--- src/hdl/assert_macros.svh ---
// Assertion macros shared by the receiver's RTL files.
// Depends on a clk_i clock and an active-low rst_ni reset in the including module.
`ifndef ASSERT_MACROS_SVH
`define ASSERT_MACROS_SVH

// Check a property on every rising clock edge outside reset.
`define SWHR_ASSERT(lbl, prop, msg) \
  lbl: assert property (@(posedge clk_i) disable iff (!rst_ni) (prop)) else $error(msg);

// Check that a condition implies a consequence in the same cycle.
`define SWHR_ASSERT_IMPL(lbl, ante, cons, msg) \
  lbl: assert property (@(posedge clk_i) disable iff (!rst_ni) (ante) |-> (cons)) \
    else $error(msg);

`endif

--- src/hdl/swhr_pkg.sv ---
// Types, constants and compare helpers for the single-wire humidity receiver.
// No dependencies; used by every module of the block.
package swhr_pkg;

  localparam int TimeBits   = 32;
  localparam int RegBits    = 16;
  localparam int NumRegs    = 8;
  localparam int RegIdxBits = 4;
  localparam int QueueDepth = 4;
  localparam int QPtrBits   = $clog2(QueueDepth);
  localparam int QCntBits   = $clog2(QueueDepth + 1);
  localparam int FrameBytes = 5;
  localparam int ByteIdxBits = $clog2(FrameBytes);
  localparam int OutBits    = 24;

  typedef enum logic {
    KindStart = 1'b0,
    KindEdge  = 1'b1
  } kind_e;

  typedef enum logic [1:0] {
    PhResponse = 2'd0,
    PhData     = 2'd1,
    PhAcquired = 2'd2,
    PhStopped  = 2'd3
  } phase_e;

  typedef enum logic [2:0] {
    StOk         = 3'd0,
    StNotStarted = 3'd1,
    StChecksum   = 3'd2,
    StTimeout    = 3'd3,
    StResponse   = 3'd4,
    StData       = 3'd5,
    StDelta      = 3'd6
  } status_e;

  typedef enum logic [2:0] {
    RegGapTimeout  = 3'd0,
    RegGlitchLimit = 3'd1,
    RegRespLow     = 3'd2,
    RegRespHigh    = 3'd3,
    RegTooShort    = 3'd4,
    RegBitLow      = 3'd5,
    RegBitHigh     = 3'd6,
    RegOneThresh   = 3'd7
  } reg_e;

  localparam logic [RegBits-1:0] RegReset [NumRegs] = '{
    16'd6000, 16'd25, 16'd125, 16'd190, 16'd10, 16'd60, 16'd155, 16'd90
  };

  typedef struct packed {
    kind_e                kind;
    logic [TimeBits-1:0]  time_us;
  } item_t;

  typedef struct packed {
    logic [7:0] temperature;
    logic [7:0] humidity;
    logic       reading_valid;
    logic       busy_res;
    status_e    status;
    logic       start_refused;
  } result_t;

  // Gap is signed: a set sign bit counts as below every bound.
  function automatic logic gap_gt(logic [TimeBits-1:0] gap, logic [RegBits-1:0] th);
    return !gap[TimeBits-1] && (gap > TimeBits'(th));
  endfunction

  function automatic logic gap_lt(logic [TimeBits-1:0] gap, logic [RegBits-1:0] th);
    return gap[TimeBits-1] || (gap < TimeBits'(th));
  endfunction

endpackage

--- src/hdl/swhr_front.sv ---
// Front end: accepts input transfers, classifies them and queues them.
// Depends on swhr_pkg and assert_macros.svh.
`include "assert_macros.svh"

module swhr_front import swhr_pkg::*; (
  input  logic                clk_i,
  input  logic                rst_ni,
  input  logic                in_valid_i,
  output logic                in_ready_o,
  input  logic                in_op_i,
  input  logic [TimeBits-1:0] in_time_i,
  output logic                q_valid_o,
  input  logic                q_pop_i,
  output item_t               q_item_o
);

  item_t                mem_q [QueueDepth];
  logic [QPtrBits-1:0]  wr_ptr_q, wr_ptr_d;
  logic [QPtrBits-1:0]  rd_ptr_q, rd_ptr_d;
  logic [QCntBits-1:0]  count_q, count_d;
  logic                 push, pop;
  item_t                item;

  always_comb begin
    item.kind    = in_op_i ? KindEdge : KindStart;
    item.time_us = in_time_i;
  end

  assign in_ready_o = (count_q != QCntBits'(QueueDepth));
  assign q_valid_o  = (count_q != '0);
  assign push       = in_valid_i && in_ready_o;
  assign pop        = q_pop_i && q_valid_o;
  assign q_item_o   = mem_q[rd_ptr_q];

  always_comb begin
    wr_ptr_d = push ? wr_ptr_q + 1'b1 : wr_ptr_q;
    rd_ptr_d = pop ? rd_ptr_q + 1'b1 : rd_ptr_q;
    count_d  = count_q + QCntBits'(push) - QCntBits'(pop);
  end

  always_ff @(posedge clk_i) begin
    if (push) begin
      mem_q[wr_ptr_q] <= item;
    end
  end

  always_ff @(posedge clk_i or negedge rst_ni) begin
    if (!rst_ni) begin
      wr_ptr_q <= '0;
      rd_ptr_q <= '0;
      count_q  <= '0;
    end else begin
      wr_ptr_q <= wr_ptr_d;
      rd_ptr_q <= rd_ptr_d;
      count_q  <= count_d;
    end
  end

  `SWHR_ASSERT(a_count_bound, count_q <= QCntBits'(QueueDepth), "queue count overflow")
  `SWHR_ASSERT(a_ptr_gap, QPtrBits'(wr_ptr_q - rd_ptr_q) == QPtrBits'(count_q),
    "queue pointers disagree with count")
  `SWHR_ASSERT_IMPL(a_count_track, $past(push) && !$past(pop),
    count_q == $past(count_q) + 1'b1, "queue count missed a push")

endmodule

--- src/hdl/swhr_back.sv ---
// Back end: frame decoder state, configuration registers and result register.
// Depends on swhr_pkg and assert_macros.svh.
`include "assert_macros.svh"

module swhr_back import swhr_pkg::*; (
  input  logic                  clk_i,
  input  logic                  rst_ni,
  input  logic                  cfg_we_i,
  input  logic [RegIdxBits-1:0] cfg_idx_i,
  input  logic [RegBits-1:0]    cfg_wdata_i,
  input  logic                  q_valid_i,
  output logic                  q_pop_o,
  input  item_t                 q_item_i,
  output logic                  out_valid_o,
  input  logic                  out_ready_i,
  output result_t               out_data_o
);

  logic [RegBits-1:0]     regs_q [NumRegs];
  phase_e                 phase_q, phase_d;
  status_e                code_q, code_d;
  logic [7:0]             frame_q [FrameBytes];
  logic [7:0]             frame_d [FrameBytes];
  logic [2:0]             bit_pos_q, bit_pos_d;
  logic [2:0]             byte_pos_q, byte_pos_d;
  logic [TimeBits-1:0]    last_q, last_d;
  logic [7:0]             hum_q, hum_d;
  logic [7:0]             temp_q, temp_d;
  logic                   out_valid_q, out_valid_d;
  result_t                out_q, out_d;
  logic [TimeBits-1:0]    gap;
  logic [ByteIdxBits-1:0] idx;
  logic                   refused;
  logic                   pop;

  assign pop     = q_valid_i && (!out_valid_q || out_ready_i);
  assign q_pop_o = pop;
  assign gap     = q_item_i.time_us - last_q;
  assign idx     = (byte_pos_q < 3'(FrameBytes)) ? ByteIdxBits'(byte_pos_q)
                                                 : ByteIdxBits'(FrameBytes - 1);

  always_ff @(posedge clk_i or negedge rst_ni) begin
    if (!rst_ni) begin
      for (int i = 0; i < NumRegs; i++) begin
        regs_q[i] <= RegReset[i];
      end
    end else if (cfg_we_i && (cfg_idx_i < RegIdxBits'(NumRegs))) begin
      regs_q[cfg_idx_i[2:0]] <= cfg_wdata_i;
    end
  end

  always_comb begin
    phase_d    = phase_q;
    code_d     = code_q;
    frame_d    = frame_q;
    bit_pos_d  = bit_pos_q;
    byte_pos_d = byte_pos_q;
    last_d     = last_q;
    hum_d      = hum_q;
    temp_d     = temp_q;
    refused    = 1'b0;
    if (pop) begin
      if (q_item_i.kind == KindStart) begin
        if (phase_q == PhStopped || phase_q == PhAcquired) begin
          phase_d    = PhResponse;
          for (int i = 0; i < FrameBytes; i++) begin
            frame_d[i] = '0;
          end
          bit_pos_d  = 3'd7;
          byte_pos_d = '0;
          hum_d      = '0;
          temp_d     = '0;
          last_d     = q_item_i.time_us;
        end else begin
          refused = 1'b1;
        end
      end else if (phase_q == PhResponse || phase_q == PhData) begin
        last_d = q_item_i.time_us;
        priority if (gap_gt(gap, regs_q[RegGapTimeout])) begin
          code_d  = StTimeout;
          phase_d = PhStopped;
        end else if (phase_q == PhResponse) begin
          priority if (gap_lt(gap, regs_q[RegGlitchLimit])) begin
            last_d = last_q;  // glitch: keep the reference time
          end else if (gap_gt(gap, regs_q[RegRespLow]) &&
                       gap_lt(gap, regs_q[RegRespHigh])) begin
            phase_d = PhData;
          end else begin
            code_d  = StResponse;
            phase_d = PhStopped;
          end
        end else begin
          priority if (gap_lt(gap, regs_q[RegTooShort])) begin
            code_d  = StDelta;
            phase_d = PhStopped;
          end else if (gap_gt(gap, regs_q[RegBitLow]) &&
                       gap_lt(gap, regs_q[RegBitHigh])) begin
            if (gap_gt(gap, regs_q[RegOneThresh])) begin
              frame_d[idx] = frame_q[idx] | (8'd1 << bit_pos_q);
            end
            if (bit_pos_q == '0) begin
              bit_pos_d = 3'd7;
              if (byte_pos_q >= 3'd4) begin
                byte_pos_d = 3'(FrameBytes);
                hum_d      = frame_d[0];
                temp_d     = frame_d[2];
                if (frame_d[4] != 8'(frame_d[0] + frame_d[2])) begin
                  code_d  = StChecksum;
                  phase_d = PhStopped;
                end else begin
                  code_d  = StOk;
                  phase_d = PhAcquired;
                end
              end else begin
                byte_pos_d = byte_pos_q + 1'b1;
              end
            end else begin
              bit_pos_d = bit_pos_q - 1'b1;
            end
          end else begin
            code_d  = StData;
            phase_d = PhStopped;
          end
        end
      end
    end
  end

  always_comb begin
    out_valid_d = out_valid_q;
    out_d       = out_q;
    if (out_valid_q && out_ready_i) begin
      out_valid_d = 1'b0;
    end
    if (pop) begin
      out_valid_d         = 1'b1;
      out_d.start_refused = refused;
      out_d.status        = code_d;
      out_d.busy_res      = (phase_d == PhResponse) || (phase_d == PhData);
      out_d.reading_valid = (phase_d == PhAcquired);
      out_d.humidity      = hum_d;
      out_d.temperature   = temp_d;
    end
  end

  always_ff @(posedge clk_i) begin
    out_q <= out_d;
  end

  always_ff @(posedge clk_i or negedge rst_ni) begin
    if (!rst_ni) begin
      phase_q     <= PhStopped;
      code_q      <= StNotStarted;
      for (int i = 0; i < FrameBytes; i++) begin
        frame_q[i] <= '0;
      end
      bit_pos_q   <= 3'd7;
      byte_pos_q  <= '0;
      last_q      <= '0;
      hum_q       <= '0;
      temp_q      <= '0;
      out_valid_q <= 1'b0;
    end else begin
      phase_q     <= phase_d;
      code_q      <= code_d;
      frame_q     <= frame_d;
      bit_pos_q   <= bit_pos_d;
      byte_pos_q  <= byte_pos_d;
      last_q      <= last_d;
      hum_q       <= hum_d;
      temp_q      <= temp_d;
      out_valid_q <= out_valid_d;
    end
  end

  assign out_valid_o = out_valid_q;
  assign out_data_o  = out_q;

  `SWHR_ASSERT(a_byte_pos, byte_pos_q <= 3'(FrameBytes), "byte position out of range")
  `SWHR_ASSERT_IMPL(a_acq_ok, phase_q == PhAcquired, code_q == StOk,
    "acquired phase without ok status")
  `SWHR_ASSERT_IMPL(a_busy_excl, out_valid_q, !(out_q.busy_res && out_q.reading_valid),
    "result both busy and valid")

endmodule

--- src/hdl/single_wire_humidity_sensor_receiver.sv ---
// Top level of the single-wire humidity sensor receiver.
// Depends on swhr_pkg, swhr_front and swhr_back.
//
// Usage:
//   Input stream (s_axis_*): one transfer per item. tuser is the op
//   (0 start acquisition, 1 falling edge seen), tdata the microsecond
//   timestamp of that item. Output stream (m_axis_*): exactly one result
//   transfer per input transfer, in order.
//   Configuration: pulse cfg_we_i with cfg_idx_i/cfg_wdata_i to write one of
//   the eight 16-bit timing registers; indexes above seven are dropped.
//   Write only while no item is in flight.
//   Path: with the queue empty an input transfer is written into the queue,
//   then decoded from the queue head into the result register.
//   Throughput: one item per cycle, set by the decoder update
//   in the back end, which handles the queue head whenever the result
//   register is empty or being taken.
//   Stall: while m_axis_tready is low, the result is held and up to four
//   items gather in the front queue; s_axis_tready then falls.
//   Reset: the queue empties, the registers take their default timings, the
//   decoder is stopped with status "not started" and cleared readings.

module single_wire_humidity_sensor_receiver import swhr_pkg::*; (
  input  logic                  clk_i,
  input  logic                  rst_ni,
  // Input stream
  input  logic                  s_axis_tvalid,
  output logic                  s_axis_tready,
  input  logic [TimeBits-1:0]   s_axis_tdata,   // [31:0] time_us
  input  logic                  s_axis_tuser,   // [0] op
  // Result stream
  output logic                  m_axis_tvalid,
  input  logic                  m_axis_tready,
  // [0] start_refused, [3:1] status, [4] busy_res, [5] reading_valid,
  // [13:6] humidity, [21:14] temperature, [23:22] zero
  output logic [OutBits-1:0]    m_axis_tdata,
  // Configuration write port
  input  logic                  cfg_we_i,
  input  logic [RegIdxBits-1:0] cfg_idx_i,
  input  logic [RegBits-1:0]    cfg_wdata_i
);

  logic    q_valid;
  logic    q_pop;
  item_t   q_item;
  result_t res;

  // Accept and classify items into the short queue.
  swhr_front u_front (
    .clk_i      (clk_i),
    .rst_ni     (rst_ni),
    .in_valid_i (s_axis_tvalid),
    .in_ready_o (s_axis_tready),
    .in_op_i    (s_axis_tuser),
    .in_time_i  (s_axis_tdata),
    .q_valid_o  (q_valid),
    .q_pop_i    (q_pop),
    .q_item_o   (q_item)
  );

  // Decode frames and hold the result for the output side.
  swhr_back u_back (
    .clk_i       (clk_i),
    .rst_ni      (rst_ni),
    .cfg_we_i    (cfg_we_i),
    .cfg_idx_i   (cfg_idx_i),
    .cfg_wdata_i (cfg_wdata_i),
    .q_valid_i   (q_valid),
    .q_pop_o     (q_pop),
    .q_item_i    (q_item),
    .out_valid_o (m_axis_tvalid),
    .out_ready_i (m_axis_tready),
    .out_data_o  (res)
  );

  // Pack fields from the lowest bit up and pad to whole bytes.
  assign m_axis_tdata = {(OutBits - $bits(result_t))'(0), res};

endmodule
--- config.mk ---
export PLATFORM = sky130hd
export DESIGN_NAME = single_wire_humidity_sensor_receiver
export DESIGN_NICKNAME = d
export VERILOG_FILES = /design/src/hdl/swhr_pkg.sv /design/src/hdl/swhr_front.sv /design/src/hdl/swhr_back.sv /design/src/hdl/single_wire_humidity_sensor_receiver.sv
export VERILOG_INCLUDE_DIRS = /design/src /design/src/hdl
export SDC_FILE = /design/constraint.sdc
export NUM_CORES = 1
export LEC_CHECK = 0
export BUFFER_PORTS_ARGS = -buffer_cell sky130_fd_sc_hd__buf_2
export CAP_MARGIN = 40
export CORE_ASPECT_RATIO = 1.5
export CORE_MARGIN = 2
export CORE_UTILIZATION = 28
export CTS_CLUSTER_DIAMETER = 50
export DETAILED_ROUTE_END_ITERATION = 16
export PLACE_DENSITY_LB_ADDON = 0.08
export SLEW_MARGIN = 40
export SYNTH_ARGS = -nofsm -noshare
export SYNTH_HDL_FRONTEND = slang
export SYNTH_SLANG_ARGS = --single-unit
--- constraint.sdc ---
create_clock -name clk_i -period 11.3 [get_ports clk_i]
set_clock_uncertainty 0.2 [all_clocks]
set_input_delay 1.13 -clock clk_i [delete_from_list [all_inputs] [get_ports clk_i]]
set_output_delay 1.13 -clock clk_i [all_outputs]
set_load 0.03 [all_outputs]
**Word-level counts from Yosys, hierarchy flattened**

Memory sizes are Yosys's and may differ from the RTL's.
Cells that the tools add are included.
W data, S select, Z words.

- Add/subtract/negate cells: 8
- Magnitude comparators: 15
- Eq/ne operators: 15
- Shift operators: 1
- Multiplexer cells: 99
- Bitwise operators: 3
- Reductions and logical operators: 33

Operators with widths:

| cell | number |
|---|---|
| $mux W40 | 15 |
| $mux W32 | 6 |
| $mux W8 | 23 |
| $bwmux W128 | 1 |
| $gt A32 B16 Y1 | 4 |
| $lt A32 B16 Y1 | 4 |
| $mux W3 | 29 |
| $demux W16 S3 | 1 |
| $bwmux W40 | 1 |
| $sub A32 B32 Y32 | 1 |
| $mux W2 | 13 |
| $bmux W8 S3 | 1 |
| $demux W8 S3 | 1 |
| $mux W16 | 1 |
| $reduce_and A8 Y1 | 2 |
| $logic_and A1 B1 Y1 | 13 |
| $ne A2 B2 Y1 const B | 6 |
| $add A8 B8 Y8 | 1 |
| $ge A4 B4 Y1 const B | 2 |
| $logic_or A1 B1 Y1 | 8 |
| $lt A4 B1 Y1 const B | 2 |
| $ne A8 B8 Y1 | 1 |
| $not A3 Y4 | 2 |
| $or A8 B8 Y8 | 1 |
| other kinds (21) | 35 |

- Flip-flop bits (word level): 257
- RAM bits: 132
- Input port bits: 58
- Output and inout bits: 26
- Logic and storage cells: 205
- Memories: 1

Memory list:

| name | depth | bits a word | read ports | clocked after Yosys merged registers in | wr ports | RTL line | text |
|---|---|---|---|---|---|---|---|
| u_front.mem_q | 4 | 33 | 1 | 0 | 1 | swhr_front.sv:17 | `item_t mem_q [QueueDepth];` |

**Logic depth before layout (Yosys ltp)**

- Depth after elaboration: 30
- Gate-level depth with buffers: 41
- Gate-level depth less buffers: 38

**Hierarchy**

A second synthesis with hierarchy kept.

- Cells, all modules: 1895
- Area total of the unflattened synthesis: 21185.3 um^2

By module, submodules not included:

| module | times used | cells an instance | area each (um^2) | seq. area each (um^2) |
|---|---|---|---|---|
| swhr_back | 1 | 1678 | 15884.0 | 6419.9 |
| swhr_front | 1 | 214 | 5282.6 | 4139.0 |
| single_wire_humidity_sensor_receiver | 1 | 3 | 18.8 | 0.0 |

**Worst setup path after synthesis**

No wires, ideal clock.

- Kind: register to register
- Start point: register u_front.rd_ptr_q[0]
- End point: register u_back.out_q (netlist bit u_back.out_data_o[5]) (data pin)
- Library setup time: 140 ps
- Arrival time: 8326 ps
- Data required time: 10960 ps
- Slack: 2634 ps
- Cell stages (with the launch flop): 40
- Path buffers: 3
- Period minus slack after synthesis: 8666 ps
- Path through: dfrtp_1 > buf_2 > buf_1 > mux4_2 > ha_1 > nor2b_1 > o2111a_1 > nor2_1 > o21ai_0 > a21o_1 > a21oi_1 > xnor2_1 > ha_1 > and4_1 > a21oi_1 > a21oi_1 > or4_1 > o31ai_1 > (+4 left out) > a21oi_1 > inv_1 > ha_1 > inv_1 > fa_1 > nor2b_1 > o21ai_0 > a21boi_0 > o21ai_0 > nand2b_1 > xnor2_1 > o211a_1 > or4_1 > mux2_2 > nand2_1 > o2111ai_1 > o31a_1 > nor2b_1

RTL lines:

| what | RTL line | text |
|---|---|---|
| from (decl) | swhr_front.sv:19 | `logic [QPtrBits-1:0] rd_ptr_q, rd_ptr_d;` |
| from (signal assigned) | swhr_front.sv:54 | `rd_ptr_q <= rd_ptr_d;` |
| to (signal assigned) | swhr_back.sv:147 | `out_q <= out_d;` |
| to (decl) | swhr_back.sv:30 | `result_t out_q, out_d;` |

**Worst setup path in the final report**

- Start point: register u_front.rd_ptr_q[1]
- End point: register u_back.out_q (netlist bit u_back.out_data_o[5]) (data pin)

- Word-level cells in the longest chain between the ends: 25
- Elaborated cells on any way between the ends: 44
- Classes of those cells: add/sub (2); order compare (8); eq/ne (2); mux (20); reduce/logical (11); memory (1)

RTL lines:

| what | RTL line | text |
|---|---|---|
| $mem_v2 Z4 W33 * | n/a |  |
| $sub A32 B32 Y32 | swhr_back.sv:38 | `assign gap = q_item_i.time_us - last_q;` |
| $gt A32 B16 Y1 / $logic_not A1 Y1 (equally long branches) | swhr_pkg.sv:69 | `return !gap[TimeBits-1] && (gap > TimeBits'(th));` |
| $logic_and A1 B1 Y1 | swhr_pkg.sv:69 |  |
| $mux W40 | swhr_back.sv:98 | `if (gap_gt(gap, regs_q[RegOneThresh])) begin` |
| $mux W40 | swhr_back.sv:96 | `end else if (gap_gt(gap, regs_q[RegBitLow]) &&` |
| $mux W40 | swhr_back.sv:93 | `priority if (gap_lt(gap, regs_q[RegTooShort])) begin` |
| $mux W40 | swhr_back.sv:82 | `end else if (phase_q == PhResponse) begin` |
| (+10 left out) | n/a |  |
| $mux W2 | swhr_back.sv:93 |  |
| $mux W2 | swhr_back.sv:82 |  |
| $mux W2 | swhr_back.sv:79 | `priority if (gap_gt(gap, regs_q[RegGapTimeout])) begin` |
| $mux W2 | swhr_back.sv:77 | `end else if (phase_q == PhResponse \|\| phase_q == PhData) begin` |
| $mux W2 * | swhr_back.sv:63 | `if (q_item_i.kind == KindStart) begin` |
| $mux W2 * | swhr_back.sv:62 | `if (pop) begin` |
| via u_back.phase_d[0] | swhr_back.sv:20 | `phase_e phase_q, phase_d;` |
| $eq A2 B2 Y1 * | swhr_back.sv:140 | `out_d.reading_valid = (phase_d == PhAcquired);` |

The timed path passes the listed nets; every way through them passes the cells marked *. The select of a mux whose other input is x is not followed.
A chain may end at the register's enable or synchronous reset.

==> results_dict.tcl <==
set metrics [dict create \
    timing.critical_path.slowest_stage_cell "sky130_fd_sc_hd__dfrtp_1" \
    clock.fmax_ghz 0.106 \
    hold_violations 0 \
    cpLargestDelayFamily "compound AO/OA/AOI/OAI gates" \
    worstHoldPathType "reg2reg" \
    gr-usage-all-layers 0.159 \
    synth_area_leader_cell "sky130_fd_sc_hd__dfrtp_1" \
    critPathMaxStageDelay_ns 0.74 \
    share_of_synthesized_flip_flops_with_an_asynchronous_set_or_reset 0.604 \
    crit_path_end_kind "register" \
    postCtsSetupRepairBufs 0 \
    netlist_area_um2 21200 \
    die_width_um 229 \
    detailed_place_hpwl_mm 44.1 \
    core_region_area_um2 75100 \
    worst_pin_slew_ns 0.775 \
    global_route.overflow_total 0 \
    criticalPathCategory "reg2reg" \
    final_cell_count_no_fill 3025 \
    die-area_um2 78100 \
    ant_nets 0 \
    ys_seq_elements 389 \
    yosys.cell_count.top_type "sky130_fd_sc_hd__inv_1" \
    drt_first_pass_iters 5 \
    start_util 0.283 \
    min_delay_path_depth 2 \
    hold_buffers 0 \
    numCtsBuffers 48 \
    wl_per_cell_um 20.1 \
    fp-row-count 123 \
    io_buffers 81 \
    cp.arrival_ns 9.69 \
    rr_startpoint "u_front.rd_ptr_q[1]$_DFFE_PN0P_" \
    regToRegEndpoint "u_back.out_data_o[5]$_DFFE_PP_" \
    antenna_violations_before_repair 7 \
    cp-start-kind "register" \
    total_detailed_routing_wirelength_mm 60.9 \
    outcome "finished clean" \
    timing.setup.tns_ns 0 \
    critical_path.max_fanout 16 \
    final-setup-viol-count 0 \
    post-synth-top-area-fraction 0.226 \
    insertion_delay_ns 0.61 \
    place_congestion 0.815 \
    grt_start_max_net_pins 78 \
    buf_inv_on_cp 4 \
    rsz_0062_raised_after_global_routing "false" \
    setup.reg_to_reg.worst_slack_ns 1.88 \
    cts_max_path_buffers 3 \
    postCtsResizedCells 0 \
    h_tree_depth 2 \
    yosys_warnings 0 \
    syn_to_final_growth_pct 16.0 \
    drive_gt1_frac 0.208 \
    detail_route.vias_per_cell 4.81 \
    drv.max_cap_violation_count 0 \
    synth-edff-count 154 \
    finalCriticalPeriod_ns 9.42 \
    clock_tree_from_tritoncts "built" \
    synth.cells.most_frequent "202 x sky130_fd_sc_hd__inv_1, 192 x sky130_fd_sc_hd__dfrtp_1, 177 x sky130_fd_sc_hd__ha_1" \
    clock_sinks 389 \
    number_of_vias_after_detailed_routing 14500 \
    design.portCount 84 \
    die_h_um 341 \
    syn-instance-count 1882 \
    synthFlopType "sky130_fd_sc_hd__dfrtp_1" \
    hold_start "u_back.frame_q[9]$_DFFE_PN0P_" \
    synth.area.top_cells "sky130_fd_sc_hd__dfrtp_1 23%, sky130_fd_sc_hd__edfxtp_1 22%, sky130_fd_sc_hd__ha_1 10%, sky130_fd_sc_hd__dfstp_2 5.3%, sky130_fd_sc_hd__mux2_2 5.2%" \
    clkSlewWorstSetupHoldPaths_ns 0.06 \
    layout.filler_cells 7715 \
    ff2ff_path_depth 34 \
    via_count_of_the_first_global_routing_pass 15600 \
    maxSlewHeadroom 0.482 \
    crit_start "u_front.rd_ptr_q[1]$_DFFE_PN0P_" \
    syn-mean-instance-area_um2 11.3 \
    min_to "u_back.frame_q[9]$_DFFE_PN0P_" \
    yosysSeqAreaShare 0.497 \
    synth.lib_cells_used.distinct 94 \
    ctsRootBufferMaster "sky130_fd_sc_hd__clkbuf_16" \
    place.detailed.instances 2934 \
    drt_iter0_markers 706 \
    crit_required_ns 11.57 \
    maxSlewViolCount 0 \
    finish.net_count 2222 \
    layout_worst_path_cycle_share 0.834 \
    grt_first_pass_wirelength_mm 95.4 \
    drc 0 \
]
==> sequential cells by signal, summed over array words and instances (netlist names), 3 cells and up <==
name	cells
u_back.last_q	32
u_back.out_data_o	22
u_back.temp_q	8
u_back.byte_pos_q	3
u_back.regs_q	128
u_front.mem_q	132
u_front.count_q	3
u_back.frame_q	40
u_back.code_q	3
u_back.hum_q	8
u_back.bit_pos_q	3
==> tightest hold or removal path: stages, from the launching register on <==
cell                      delay [ns]
sky130_fd_sc_hd__dfrtp_1        0.34
sky130_fd_sc_hd__nand2_1        0.05
sky130_fd_sc_hd__o31ai_1        0.06
==> per-stage QoR <==
step	worst slack, ns	instance area (µm²)	util	hold WS (ns)
finish	1.88	24600	0.328	0.280
global route	0.965	24600	0.328	0.297
CTS	1.80	24600	0.328	0.283
detailed placement	1.82	23000	0.306	0.270
global placement	1.70	22900	0.305	0.263
floorplan	2.63	21200	-	0.243
==> area by class of cell <==
| cell class | instances | area [µm²] | share of cell area |
|---|---|---|---|
| Sequential cell | 389 | 10600 | 0.429 |
| Multi-Input combinational cell | 1221 | 9660 | 0.392 |
| Clock buffer | 61 | 1280 | 0.0520 |
| Tap cell | 1000 | 1250 | 0.0508 |
| Inverter | 204 | 767 | 0.0311 |
| Timing Repair Buffer | 120 | 759 | 0.0308 |
| Clock inverter | 29 | 348 | 0.0141 |
| Antenna cell | 1 | 2.50 | 0.000102 |
==> metal layers <==
| layer | share of wire | wire length (µm) | vias to the layer above | global-route usage |
|---|---|---|---|---|
| met5 | 0.00044 | 27 | - | 0 |
| met4 | 0.026 | 1580 | 4 | 0.0467 |
| met3 | 0.028 | 1690 | 93 | 0.0223 |
| met2 | 0.53 | 32400 | 207 | 0.299 |
| met1 | 0.41 | 25200 | 7190 | 0.185 |
| li1 | - | - | 7045 | - |
==> worst max path at each step <==
| stage | end | slack (ns) | cells past startpoint |
|---|---|---|---|
| 4_1_cts | u_back.out_data_o[5]$_DFFE_PP_ | 1.80 | 34 |
| 2_1_floorplan | u_back.out_data_o[5]$_DFFE_PP_ | 2.63 | 39 |
| 3_3_place_gp | u_back.out_data_o[5]$_DFFE_PP_ | 1.70 | 33 |
| 6_report | u_back.out_data_o[5]$_DFFE_PP_ | 1.88 | 34 |
| 5_1_grt | u_back.out_data_o[5]$_DFFE_PP_ | 0.97 | 33 |
| 3_5_place_dp | u_back.out_data_o[5]$_DFFE_PP_ | 1.82 | 34 |
==> placed cells by master (no fill, tap or decap), types with 33 or more instances in the layout <==
cell type                     n
sky130_fd_sc_hd__dfstp_2     43
sky130_fd_sc_hd__nand2_1    142
sky130_fd_sc_hd__buf_2       82
sky130_fd_sc_hd__buf_4       33
sky130_fd_sc_hd__clkbuf_16   49
sky130_fd_sc_hd__a21oi_1     97
sky130_fd_sc_hd__mux2_2      98
sky130_fd_sc_hd__mux4_2      36
sky130_fd_sc_hd__inv_1      202
sky130_fd_sc_hd__dfrtp_1    191
sky130_fd_sc_hd__edfxtp_1   154
sky130_fd_sc_hd__o21ai_0    150
sky130_fd_sc_hd__ha_1       177
sky130_fd_sc_hd__nor2_1      72
sky130_fd_sc_hd__nand3_1     46
==> cells by family after synthesis <==
| logic type | synth area share |
|---|---|
| buffers and inverters | 0.0509 |
| flip-flops | 0.497 |
| XOR/XNOR | 0.0124 |
| adder cells (fa/ha/maj) | 0.107 |
| AO/OA/AOI/OAI | 0.135 |
| AND/OR/NAND/NOR | 0.0932 |
| multiplexers | 0.104 |
| other | 0.000177 |
Power is left out: the tool's default activity adds up to more than one toggle a clock period on the data nets, which glitch-free logic cannot reach.
